### src/hdl/scpr_pkg.sv
// scpr_pkg: shared constants and types for the second-chance page replacement block
// no dependencies; used by scpr_frame_store and second_chance_page_replacement_top
`timescale 1ns / 1ps

package scpr_pkg;

    // built sizes and field widths
    localparam int MAX_FRAMES_DEF = 64;
    localparam int PAGE_BITS_DEF  = 16;
    localparam int CFG_W          = 7;
    localparam int PAGE_IO_W      = 16;
    localparam int FRAME_OUT_W    = 6;
    localparam int TOTAL_W        = 32;
    localparam int S_TDATA_W      = 24;
    localparam int M_TDATA_W      = 96;

    // frames_in_use after reset
    localparam logic [CFG_W-1:0] FRAMES_IN_USE_RST = 7'd64;

    // commands from the sequencer to the frame store
    typedef struct packed {
        logic load;       // new page, reference set, dirty from input
        logic touch;      // hit: reference set, dirty ored with input
        logic clear_ref;  // sweep: reference cleared
    } scpr_cmd_t;

endpackage

### src/hdl/scpr_frame_store.sv
// scpr_frame_store: page number memory plus reference and dirty bits per frame
// depends on scpr_pkg for the command struct
`timescale 1ns / 1ps

module scpr_frame_store
    import scpr_pkg::*;
#(
    parameter int MAX_FRAMES = MAX_FRAMES_DEF,
    parameter int PAGE_BITS  = PAGE_BITS_DEF,
    parameter int IDX_W      = (MAX_FRAMES > 1) ? $clog2(MAX_FRAMES) : 1
) (
    input  logic                 aclk,
    input  logic                 aresetn,
    input  scpr_cmd_t            cmd,
    input  logic [IDX_W-1:0]     idx,
    input  logic [IDX_W-1:0]     rd_idx,
    input  logic [PAGE_BITS-1:0] page_in,
    input  logic                 dirty_in,
    output logic [PAGE_BITS-1:0] rd_page,
    output logic                 ref_bit,
    output logic                 dirty_bit
);

    logic [PAGE_BITS-1:0]  page_mem [MAX_FRAMES];
    logic [PAGE_BITS-1:0]  rd_page_reg;
    logic [MAX_FRAMES-1:0] ref_reg;
    logic [MAX_FRAMES-1:0] dirty_reg;

    // page memory: one write port, one registered read port
    always_ff @(posedge aclk) begin
        if (cmd.load) begin
            page_mem[idx] <= page_in;
        end
        rd_page_reg <= page_mem[rd_idx];
    end

    // per-frame status bits, cleared by reset
    always_ff @(posedge aclk) begin
        if (!aresetn) begin
            ref_reg   <= '0;
            dirty_reg <= '0;
        end else begin
            if (cmd.load) begin
                ref_reg[idx]   <= 1'b1;
                dirty_reg[idx] <= dirty_in;
            end else if (cmd.touch) begin
                ref_reg[idx]   <= 1'b1;
                dirty_reg[idx] <= dirty_reg[idx] | dirty_in;
            end else if (cmd.clear_ref) begin
                ref_reg[idx]   <= 1'b0;
            end
        end
    end

    assign rd_page   = rd_page_reg;
    assign ref_bit   = ref_reg[idx];
    assign dirty_bit = dirty_reg[idx];

endmodule

### src/hdl/second_chance_page_replacement_top.sv
// second_chance_page_replacement_top: clock page replacement over a frame table
// a hit ends a linear search of the filled frames; a miss with the table full adds a sweep
// that clears set reference bits, then one victim read and replacement
// throughput: one item at a time, as s_tready is high only in the idle state
// reset: aresetn low clears the table status, hand, fill count, counters; frames_in_use = 64
// depends on scpr_pkg and scpr_frame_store
`timescale 1ns / 1ps

module second_chance_page_replacement_top
    import scpr_pkg::*;
#(
    parameter int MAX_FRAMES = MAX_FRAMES_DEF,
    parameter int PAGE_BITS  = PAGE_BITS_DEF
) (
    input  logic                 aclk,
    input  logic                 aresetn,
    // configuration write: frames_in_use
    input  logic                 cfg_valid,
    output logic                 cfg_ready,
    input  logic [CFG_W-1:0]     cfg_data,
    // input items
    input  logic                 s_tvalid,
    output logic                 s_tready,
    input  logic [S_TDATA_W-1:0] s_tdata,  // page[15:0], write_access[16], zero pad
    // results
    output logic                 m_tvalid,
    input  logic                 m_tready,
    output logic [M_TDATA_W-1:0] m_tdata   // fault, evicted, victim_page[16], write_back,
                                           // frame[6], fault_total[32], write_back_total[32]
);

    localparam int IDX_W = (MAX_FRAMES > 1) ? $clog2(MAX_FRAMES) : 1;
    localparam int CNT_W = $clog2(MAX_FRAMES + 1);
    localparam int CMP_W = (CNT_W > CFG_W) ? CNT_W : CFG_W;
    localparam logic [CMP_W-1:0] MAX_CMP = CMP_W'(MAX_FRAMES);
    localparam int PAD_W = M_TDATA_W - (4 + PAGE_IO_W + FRAME_OUT_W + 2 * TOTAL_W);

    typedef enum logic [2:0] {
        S_IDLE,
        S_LOOKUP,
        S_SWEEP,
        S_VICTIM,
        S_DONE
    } state_t;

    state_t                 state_reg, state_next;
    logic [CFG_W-1:0]       fiu_reg, fiu_next;
    logic [PAGE_BITS-1:0]   pg_reg, pg_next;
    logic                   wr_reg, wr_next;
    logic [CNT_W-1:0]       n_reg, n_next;
    logic [CNT_W-1:0]       filled_reg, filled_next;
    logic [IDX_W-1:0]       hand_reg, hand_next;
    logic [CNT_W-1:0]       idx_reg, idx_next;
    logic                   cmp_valid_reg, cmp_valid_next;
    logic [IDX_W-1:0]       cmp_idx_reg, cmp_idx_next;
    logic [TOTAL_W-1:0]     fault_cnt_reg, fault_cnt_next;
    logic [TOTAL_W-1:0]     wb_cnt_reg, wb_cnt_next;
    logic                   res_fault_reg, res_fault_next;
    logic                   res_evicted_reg, res_evicted_next;
    logic [PAGE_IO_W-1:0]   res_victim_reg, res_victim_next;
    logic                   res_wb_reg, res_wb_next;
    logic [FRAME_OUT_W-1:0] res_frame_reg, res_frame_next;
    logic                   m_tvalid_reg, m_tvalid_next;
    logic [M_TDATA_W-1:0]   m_tdata_reg, m_tdata_next;

    scpr_cmd_t              cmd;
    logic [IDX_W-1:0]       fs_idx;
    logic [IDX_W-1:0]       rd_idx;
    logic [PAGE_BITS-1:0]   rd_page;
    logic                   ref_bit;
    logic                   dirty_bit;

    logic [CMP_W-1:0]       fiu_ext;
    logic [CMP_W-1:0]       n_clamp;
    logic [CNT_W-1:0]       n_comb;
    logic [CNT_W-1:0]       hand_plus;
    logic [IDX_W-1:0]       hand_adv;

    scpr_frame_store #(
        .MAX_FRAMES (MAX_FRAMES),
        .PAGE_BITS  (PAGE_BITS),
        .IDX_W      (IDX_W)
    ) u_store (
        .aclk      (aclk),
        .aresetn   (aresetn),
        .cmd       (cmd),
        .idx       (fs_idx),
        .rd_idx    (rd_idx),
        .page_in   (pg_reg),
        .dirty_in  (wr_reg),
        .rd_page   (rd_page),
        .ref_bit   (ref_bit),
        .dirty_bit (dirty_bit)
    );

    // effective frame count: zero acts as one, capped at the built size
    always_comb begin
        fiu_ext = CMP_W'(fiu_reg);
        if (fiu_ext == '0) begin
            n_clamp = CMP_W'(1);
        end else if (fiu_ext > MAX_CMP) begin
            n_clamp = MAX_CMP;
        end else begin
            n_clamp = fiu_ext;
        end
        n_comb = CNT_W'(n_clamp);
    end

    // clock hand advance with wrap at the frame count
    assign hand_plus = CNT_W'(hand_reg) + CNT_W'(1);
    assign hand_adv  = (hand_plus >= n_reg) ? '0 : hand_plus[IDX_W-1:0];

    // sequencer next state
    always_comb begin
        state_next       = state_reg;
        fiu_next         = fiu_reg;
        pg_next          = pg_reg;
        wr_next          = wr_reg;
        n_next           = n_reg;
        filled_next      = filled_reg;
        hand_next        = hand_reg;
        idx_next         = idx_reg;
        cmp_valid_next   = cmp_valid_reg;
        cmp_idx_next     = cmp_idx_reg;
        fault_cnt_next   = fault_cnt_reg;
        wb_cnt_next      = wb_cnt_reg;
        res_fault_next   = res_fault_reg;
        res_evicted_next = res_evicted_reg;
        res_victim_next  = res_victim_reg;
        res_wb_next      = res_wb_reg;
        res_frame_next   = res_frame_reg;
        m_tvalid_next    = m_tvalid_reg;
        m_tdata_next     = m_tdata_reg;
        cmd              = '0;
        fs_idx           = hand_reg;
        rd_idx           = hand_reg;

        // configuration transfer
        if (cfg_valid) begin
            fiu_next = cfg_data;
        end

        // result transfer frees the output register
        if (m_tvalid_reg && m_tready) begin
            m_tvalid_next = 1'b0;
        end

        unique case (state_reg)
            S_IDLE: begin
                if (s_tvalid) begin
                    pg_next        = PAGE_BITS'(s_tdata[PAGE_IO_W-1:0]);
                    wr_next        = s_tdata[PAGE_IO_W];
                    n_next         = n_comb;
                    filled_next    = (filled_reg > n_comb) ? n_comb : filled_reg;
                    idx_next       = '0;
                    cmp_valid_next = 1'b0;
                    state_next     = S_LOOKUP;
                end
            end

            // linear search: read one frame per cycle, compare its page in the next cycle
            S_LOOKUP: begin
                rd_idx = idx_reg[IDX_W-1:0];
                if (cmp_valid_reg && (rd_page == pg_reg)) begin
                    cmd.touch        = 1'b1;
                    fs_idx           = cmp_idx_reg;
                    res_fault_next   = 1'b0;
                    res_evicted_next = 1'b0;
                    res_victim_next  = '0;
                    res_wb_next      = 1'b0;
                    res_frame_next   = FRAME_OUT_W'(cmp_idx_reg);
                    state_next       = S_DONE;
                end else if (idx_reg < filled_reg) begin
                    cmp_valid_next = 1'b1;
                    cmp_idx_next   = idx_reg[IDX_W-1:0];
                    idx_next       = idx_reg + CNT_W'(1);
                end else begin
                    // miss
                    fault_cnt_next   = (fault_cnt_reg == '1) ? fault_cnt_reg
                                                             : fault_cnt_reg + 1'b1;
                    res_fault_next   = 1'b1;
                    res_evicted_next = 1'b0;
                    res_victim_next  = '0;
                    res_wb_next      = 1'b0;
                    if (filled_reg < n_reg) begin
                        cmd.load       = 1'b1;
                        fs_idx         = filled_reg[IDX_W-1:0];
                        filled_next    = filled_reg + CNT_W'(1);
                        res_frame_next = FRAME_OUT_W'(filled_reg);
                        state_next     = S_DONE;
                    end else begin
                        if (CNT_W'(hand_reg) >= n_reg) begin
                            hand_next = '0;
                        end
                        state_next = S_SWEEP;
                    end
                end
            end

            // second chance: clear referenced frames until an unreferenced one
            S_SWEEP: begin
                if (ref_bit) begin
                    cmd.clear_ref = 1'b1;
                    hand_next     = hand_adv;
                end else begin
                    state_next = S_VICTIM;
                end
            end

            // victim page read back, replace it
            S_VICTIM: begin
                cmd.load         = 1'b1;
                res_evicted_next = 1'b1;
                res_victim_next  = PAGE_IO_W'(rd_page);
                res_wb_next      = dirty_bit;
                res_frame_next   = FRAME_OUT_W'(hand_reg);
                if (dirty_bit) begin
                    wb_cnt_next = (wb_cnt_reg == '1) ? wb_cnt_reg : wb_cnt_reg + 1'b1;
                end
                hand_next  = hand_adv;
                state_next = S_DONE;
            end

            // hand the result to the output register once it is free
            S_DONE: begin
                if (!m_tvalid_reg || m_tready) begin
                    m_tvalid_next = 1'b1;
                    m_tdata_next  = {{PAD_W{1'b0}}, wb_cnt_reg, fault_cnt_reg,
                                     res_frame_reg, res_wb_reg, res_victim_reg,
                                     res_evicted_reg, res_fault_reg};
                    state_next    = S_IDLE;
                end
            end

            default: begin
                state_next = S_IDLE;
            end
        endcase
    end

    // state and registered outputs
    always_ff @(posedge aclk) begin
        if (!aresetn) begin
            state_reg     <= S_IDLE;
            fiu_reg       <= FRAMES_IN_USE_RST;
            filled_reg    <= '0;
            hand_reg      <= '0;
            idx_reg       <= '0;
            cmp_valid_reg <= 1'b0;
            fault_cnt_reg <= '0;
            wb_cnt_reg    <= '0;
            m_tvalid_reg  <= 1'b0;
        end else begin
            state_reg     <= state_next;
            fiu_reg       <= fiu_next;
            filled_reg    <= filled_next;
            hand_reg      <= hand_next;
            idx_reg       <= idx_next;
            cmp_valid_reg <= cmp_valid_next;
            fault_cnt_reg <= fault_cnt_next;
            wb_cnt_reg    <= wb_cnt_next;
            m_tvalid_reg  <= m_tvalid_next;
        end
    end

    // payload registers
    always_ff @(posedge aclk) begin
        pg_reg          <= pg_next;
        wr_reg          <= wr_next;
        n_reg           <= n_next;
        cmp_idx_reg     <= cmp_idx_next;
        res_fault_reg   <= res_fault_next;
        res_evicted_reg <= res_evicted_next;
        res_victim_reg  <= res_victim_next;
        res_wb_reg      <= res_wb_next;
        res_frame_reg   <= res_frame_next;
        m_tdata_reg     <= m_tdata_next;
    end

    assign cfg_ready = 1'b1;
    assign s_tready  = (state_reg == S_IDLE);
    assign m_tvalid  = m_tvalid_reg;
    assign m_tdata   = m_tdata_reg;

endmodule
### config.mk
export PLATFORM = sky130hd
export DESIGN_NAME = second_chance_page_replacement_top
export DESIGN_NICKNAME = d
export VERILOG_FILES = /design/src/hdl/scpr_pkg.sv /design/src/hdl/scpr_frame_store.sv /design/src/hdl/second_chance_page_replacement_top.sv
export SDC_FILE = /design/constraint.sdc
export NUM_CORES = 2
export LEC_CHECK = 0
export BUFFER_PORTS_ARGS = -buffer_cell sky130_fd_sc_hd__buf_2
export CAP_MARGIN = 20
export CELL_PAD_IN_SITES_DETAIL_PLACEMENT = 1
export CELL_PAD_IN_SITES_GLOBAL_PLACEMENT = 1
export CORE_AREA = 2 2 277 416
export CTS_BUF_LIST = sky130_fd_sc_hd__clkbuf_16
export CTS_CLUSTER_DIAMETER = 50
export CTS_CLUSTER_SIZE = 40
export DETAILED_ROUTE_END_ITERATION = 16
export DIE_AREA = 0 0 279 418
export PLACE_DENSITY = 0.73
export SYNTH_ARGS = -nofsm -noshare
export SYNTH_HDL_FRONTEND = slang
export SYNTH_HIERARCHICAL = 1
export SYNTH_SLANG_ARGS = --single-unit
### constraint.sdc
create_clock -name aclk -period 8 [get_ports aclk]
set_clock_uncertainty 0.15 [all_clocks]
set_input_delay 0.8 -clock aclk [delete_from_list [all_inputs] [get_ports aclk]]
set_output_delay 0.8 -clock aclk [all_outputs]
set_load 0.02 [all_outputs]
==> results.yml <==
run_status:
  status: "finished, final reports clean"
synthesis:
  syn_area_um2: 56200
  yosys-top-cells-area: "edfxtp_1, mux4_2, dfxtp_1"
  synth_seq_cells: 1408
  synthCells: 3359
  synth_top_cell_area_share_pct: 62.4
  synth_edf_count: 1168
  synthArstFlopShare_pct: 0
  ys_warn_count: 6
  ys_seq_area_share_pct: 70.9
  yosysUniqueCellTypes: 81
  ys_dominant_reg_cell: "edfxtp_1"
  synth_largest_area_cell: "edfxtp_1"
  avgSynthCellArea_um2: 16.7
global_route:
  overflow: 0
  antenna_found_initial: 2
  grt_pass1_wl_um: 226000
  grt_pass1_vias: 34223
  grt_start_max_net_pins: 99
  track_usage_pct: 26.3
clocking:
  cts-buffers-inserted: 97
  clock_latency_ns: 0.75
  postCtsSetupBuffers: 0
  numClockSinks: 1408
  cts_resized: 0
  holdBufCountCts: 0
  clockBufferDepth: 3
  h-tree-depth: 3
  root_buffer: "clkbuf_16"
  clk_pin_slew_worst_paths_ns: 0.10
  cts_tree: "done"
routing:
  wl_per_cell_um: 30.3
  dr.pass1.iters: 5
  drcViolationCount: 0
  drt_iter0_markers: 2871
  vias: 32067
  routed_wl_um: 153000
  vias_per_cell: 6.36
  ant_nets: 0
job:
  cap_viol_max_count: 0
floorplanning:
  die_w_um: 279
  core_area_um2: 113000
  num_rows: 151
  die-height_um: 418
  io_pins: 135
  dieArea_um2: 117000
  start_util_pct: 49.8
critical_path:
  critPathSlowestCell: "nor4_1"
  crit_required_ns: 8.49
  startpoint_type: "register"
  cp_max_fo: 37
  slowest_delay_ns: 0.70
  endpoint_kind: "register"
  critPathKind: "register to register"
  path_common_cell: "nand2_1"
  r2r_cells: 20
  arrival_ns: 7.62
  path_cells: "ha_1 > a21o_1 > a221o_1 > a31o_2 > nor2b_1 > nand2_1 > o22ai_1 > a21oi_4 > buf_4 > nand2_1 > o22ai_1 > nor3_1 > nor4_1 > nand3_1 > nand4b_1 > nor4_1 > nand2_1 > a211o_1 > or3_1 > a21oi_1"
timing:
  fin_crit_sh_pct: 89.0
  finalSetupTns_ns: 0
  hold_violations: 0
  slew_violations: 0
  slew_headroom_pct: 23.9
  finalSetupViolCount: 0
  rsz0062_at_grt: "false"
  period_needed_ns: 7.12
  fmax_mhz: 140
  worstMarginPinSlew_ns: 1.14
hold_path:
  min_path_type: "input pin to register"
  hold_depth: 1
place:
  gp_congestion: 0.868
  dp_hpwl_um: 96000
  portBuffers: 119
power:
  p_leak_nw: 19.8
  irDropWorstVdd_mv: 0.172
  powerDensity_nw_per_um2: 239
  total_power_mw: 14.9
layout:
  layout_commonest_cell: "edfxtp_1"
  largest_register_ffs: 1024
  fin_nets: 3586
  final_cell_mix: "edfxtp_1, mux4_2, dfxtp_1, nor2_1, nand2_1"
  layout-drive-gt1-share_pct: 21.7
  syn_to_final_growth_pct: 10.9
per-stage QoR:
stage	cell area, µm²	setup WS, ns	instances	utilization, %	hold WS (ns)
finish	62300	0.879	5045	55.3	0.0926
global route	62300	0.587	5044	55.3	0.0743
CTS	62300	0.925	5042	55.2	0.0505
detailed placement	58700	0.990	4865	52.0	0.256
global placement	58700	1.23	4865	52.0	0.255
floorplan	56200	2.16	3365	-	0.250
report_power, final:
group	internal (mW)	leakage (nW)	total, mW	switching [mW]
Combinational	0.304	5.59	1.14	0.837
Sequential	8.12	12.5	8.19	0.0659
Clock	2.60	1.75	5.56	2.96
Total	11.0	19.8	14.9	3.86
path summary, 6_finish.rpt:
| path | slack [ns] | startpoint | to |
|---|---|---|---|
| max | 0.88 | filled_reg[5]$_SDFFE_PN0P_ | wb_cnt_reg[30]$_SDFFE_PN0P_ |
| min | 0.09 | s_tdata[13] | pg_reg[13]$_DFFE_PP_ |
| max reg2reg | 0.88 | filled_reg[5]$_SDFFE_PN0P_ | wb_cnt_reg[30]$_SDFFE_PN0P_ |
| min reg2reg | 0.27 | res_victim_reg[4]$_SDFFCE_PN0P_ | m_tdata[6]$_DFFE_PP_ |
critical path: cells and delay by family (launching register included):
kind                       cells  cell delay, ns
and+or+nand+nor               10            3.62
adders and majority gates      1            0.32
DFF                            1            0.55
buffers and inverters          1            0.33
AOI/OAI and AO/OA              8            2.03
cells in the mapped netlist, types with 21 or more instances:
library cell and number:
nand4_1 27, a22oi_1 27, ha_1 37, and3_1 32, a211oi_1 21, mux2i_1 113, buf_2 36, nand3_1 60
buf_4 24, dfxtp_1 240, o22ai_1 93, mux4_2 271, o21ai_0 121, a21oi_1 153, nand2_1 199, nor2_1 202
inv_1 42, edfxtp_1 1168, xnor2_1 33, clkbuf_1 99, buf_6 21, nor3_1 29, xor2_1 27
area by class of cell:
type                    count  area, µm²
clock buffers             100       2500
multi-input cells        1711      15200
well taps                1453       1820
fillers                 10221      50400
flip-flops and latches   1408      39900
repair buffers            249       1640
diodes                      1       2.50
inverters                  46        173
clock inverters            77       1120
per-layer routing:
layer  track usage (%)  wire [µm]  vias up
li1                  -          -    13576
met1              31.7      56900    16964
met2              47.5      81200     1236
met3              3.24       8470      289
met4              11.4       6280        2
met5                 0         13        -
cell families after synthesis:
logic type	share of synthesized area, %
AOI/OAI and AO/OA	5.96
xor gates and xnor gates	0.935
adders and majority gates	0.823
buffers and inverters	2.24
DFF	70.9
muxes	13.3
other	0.0134
and+or+nand+nor	5.84
No activity file was read; power rests on OpenSTA's default activity.
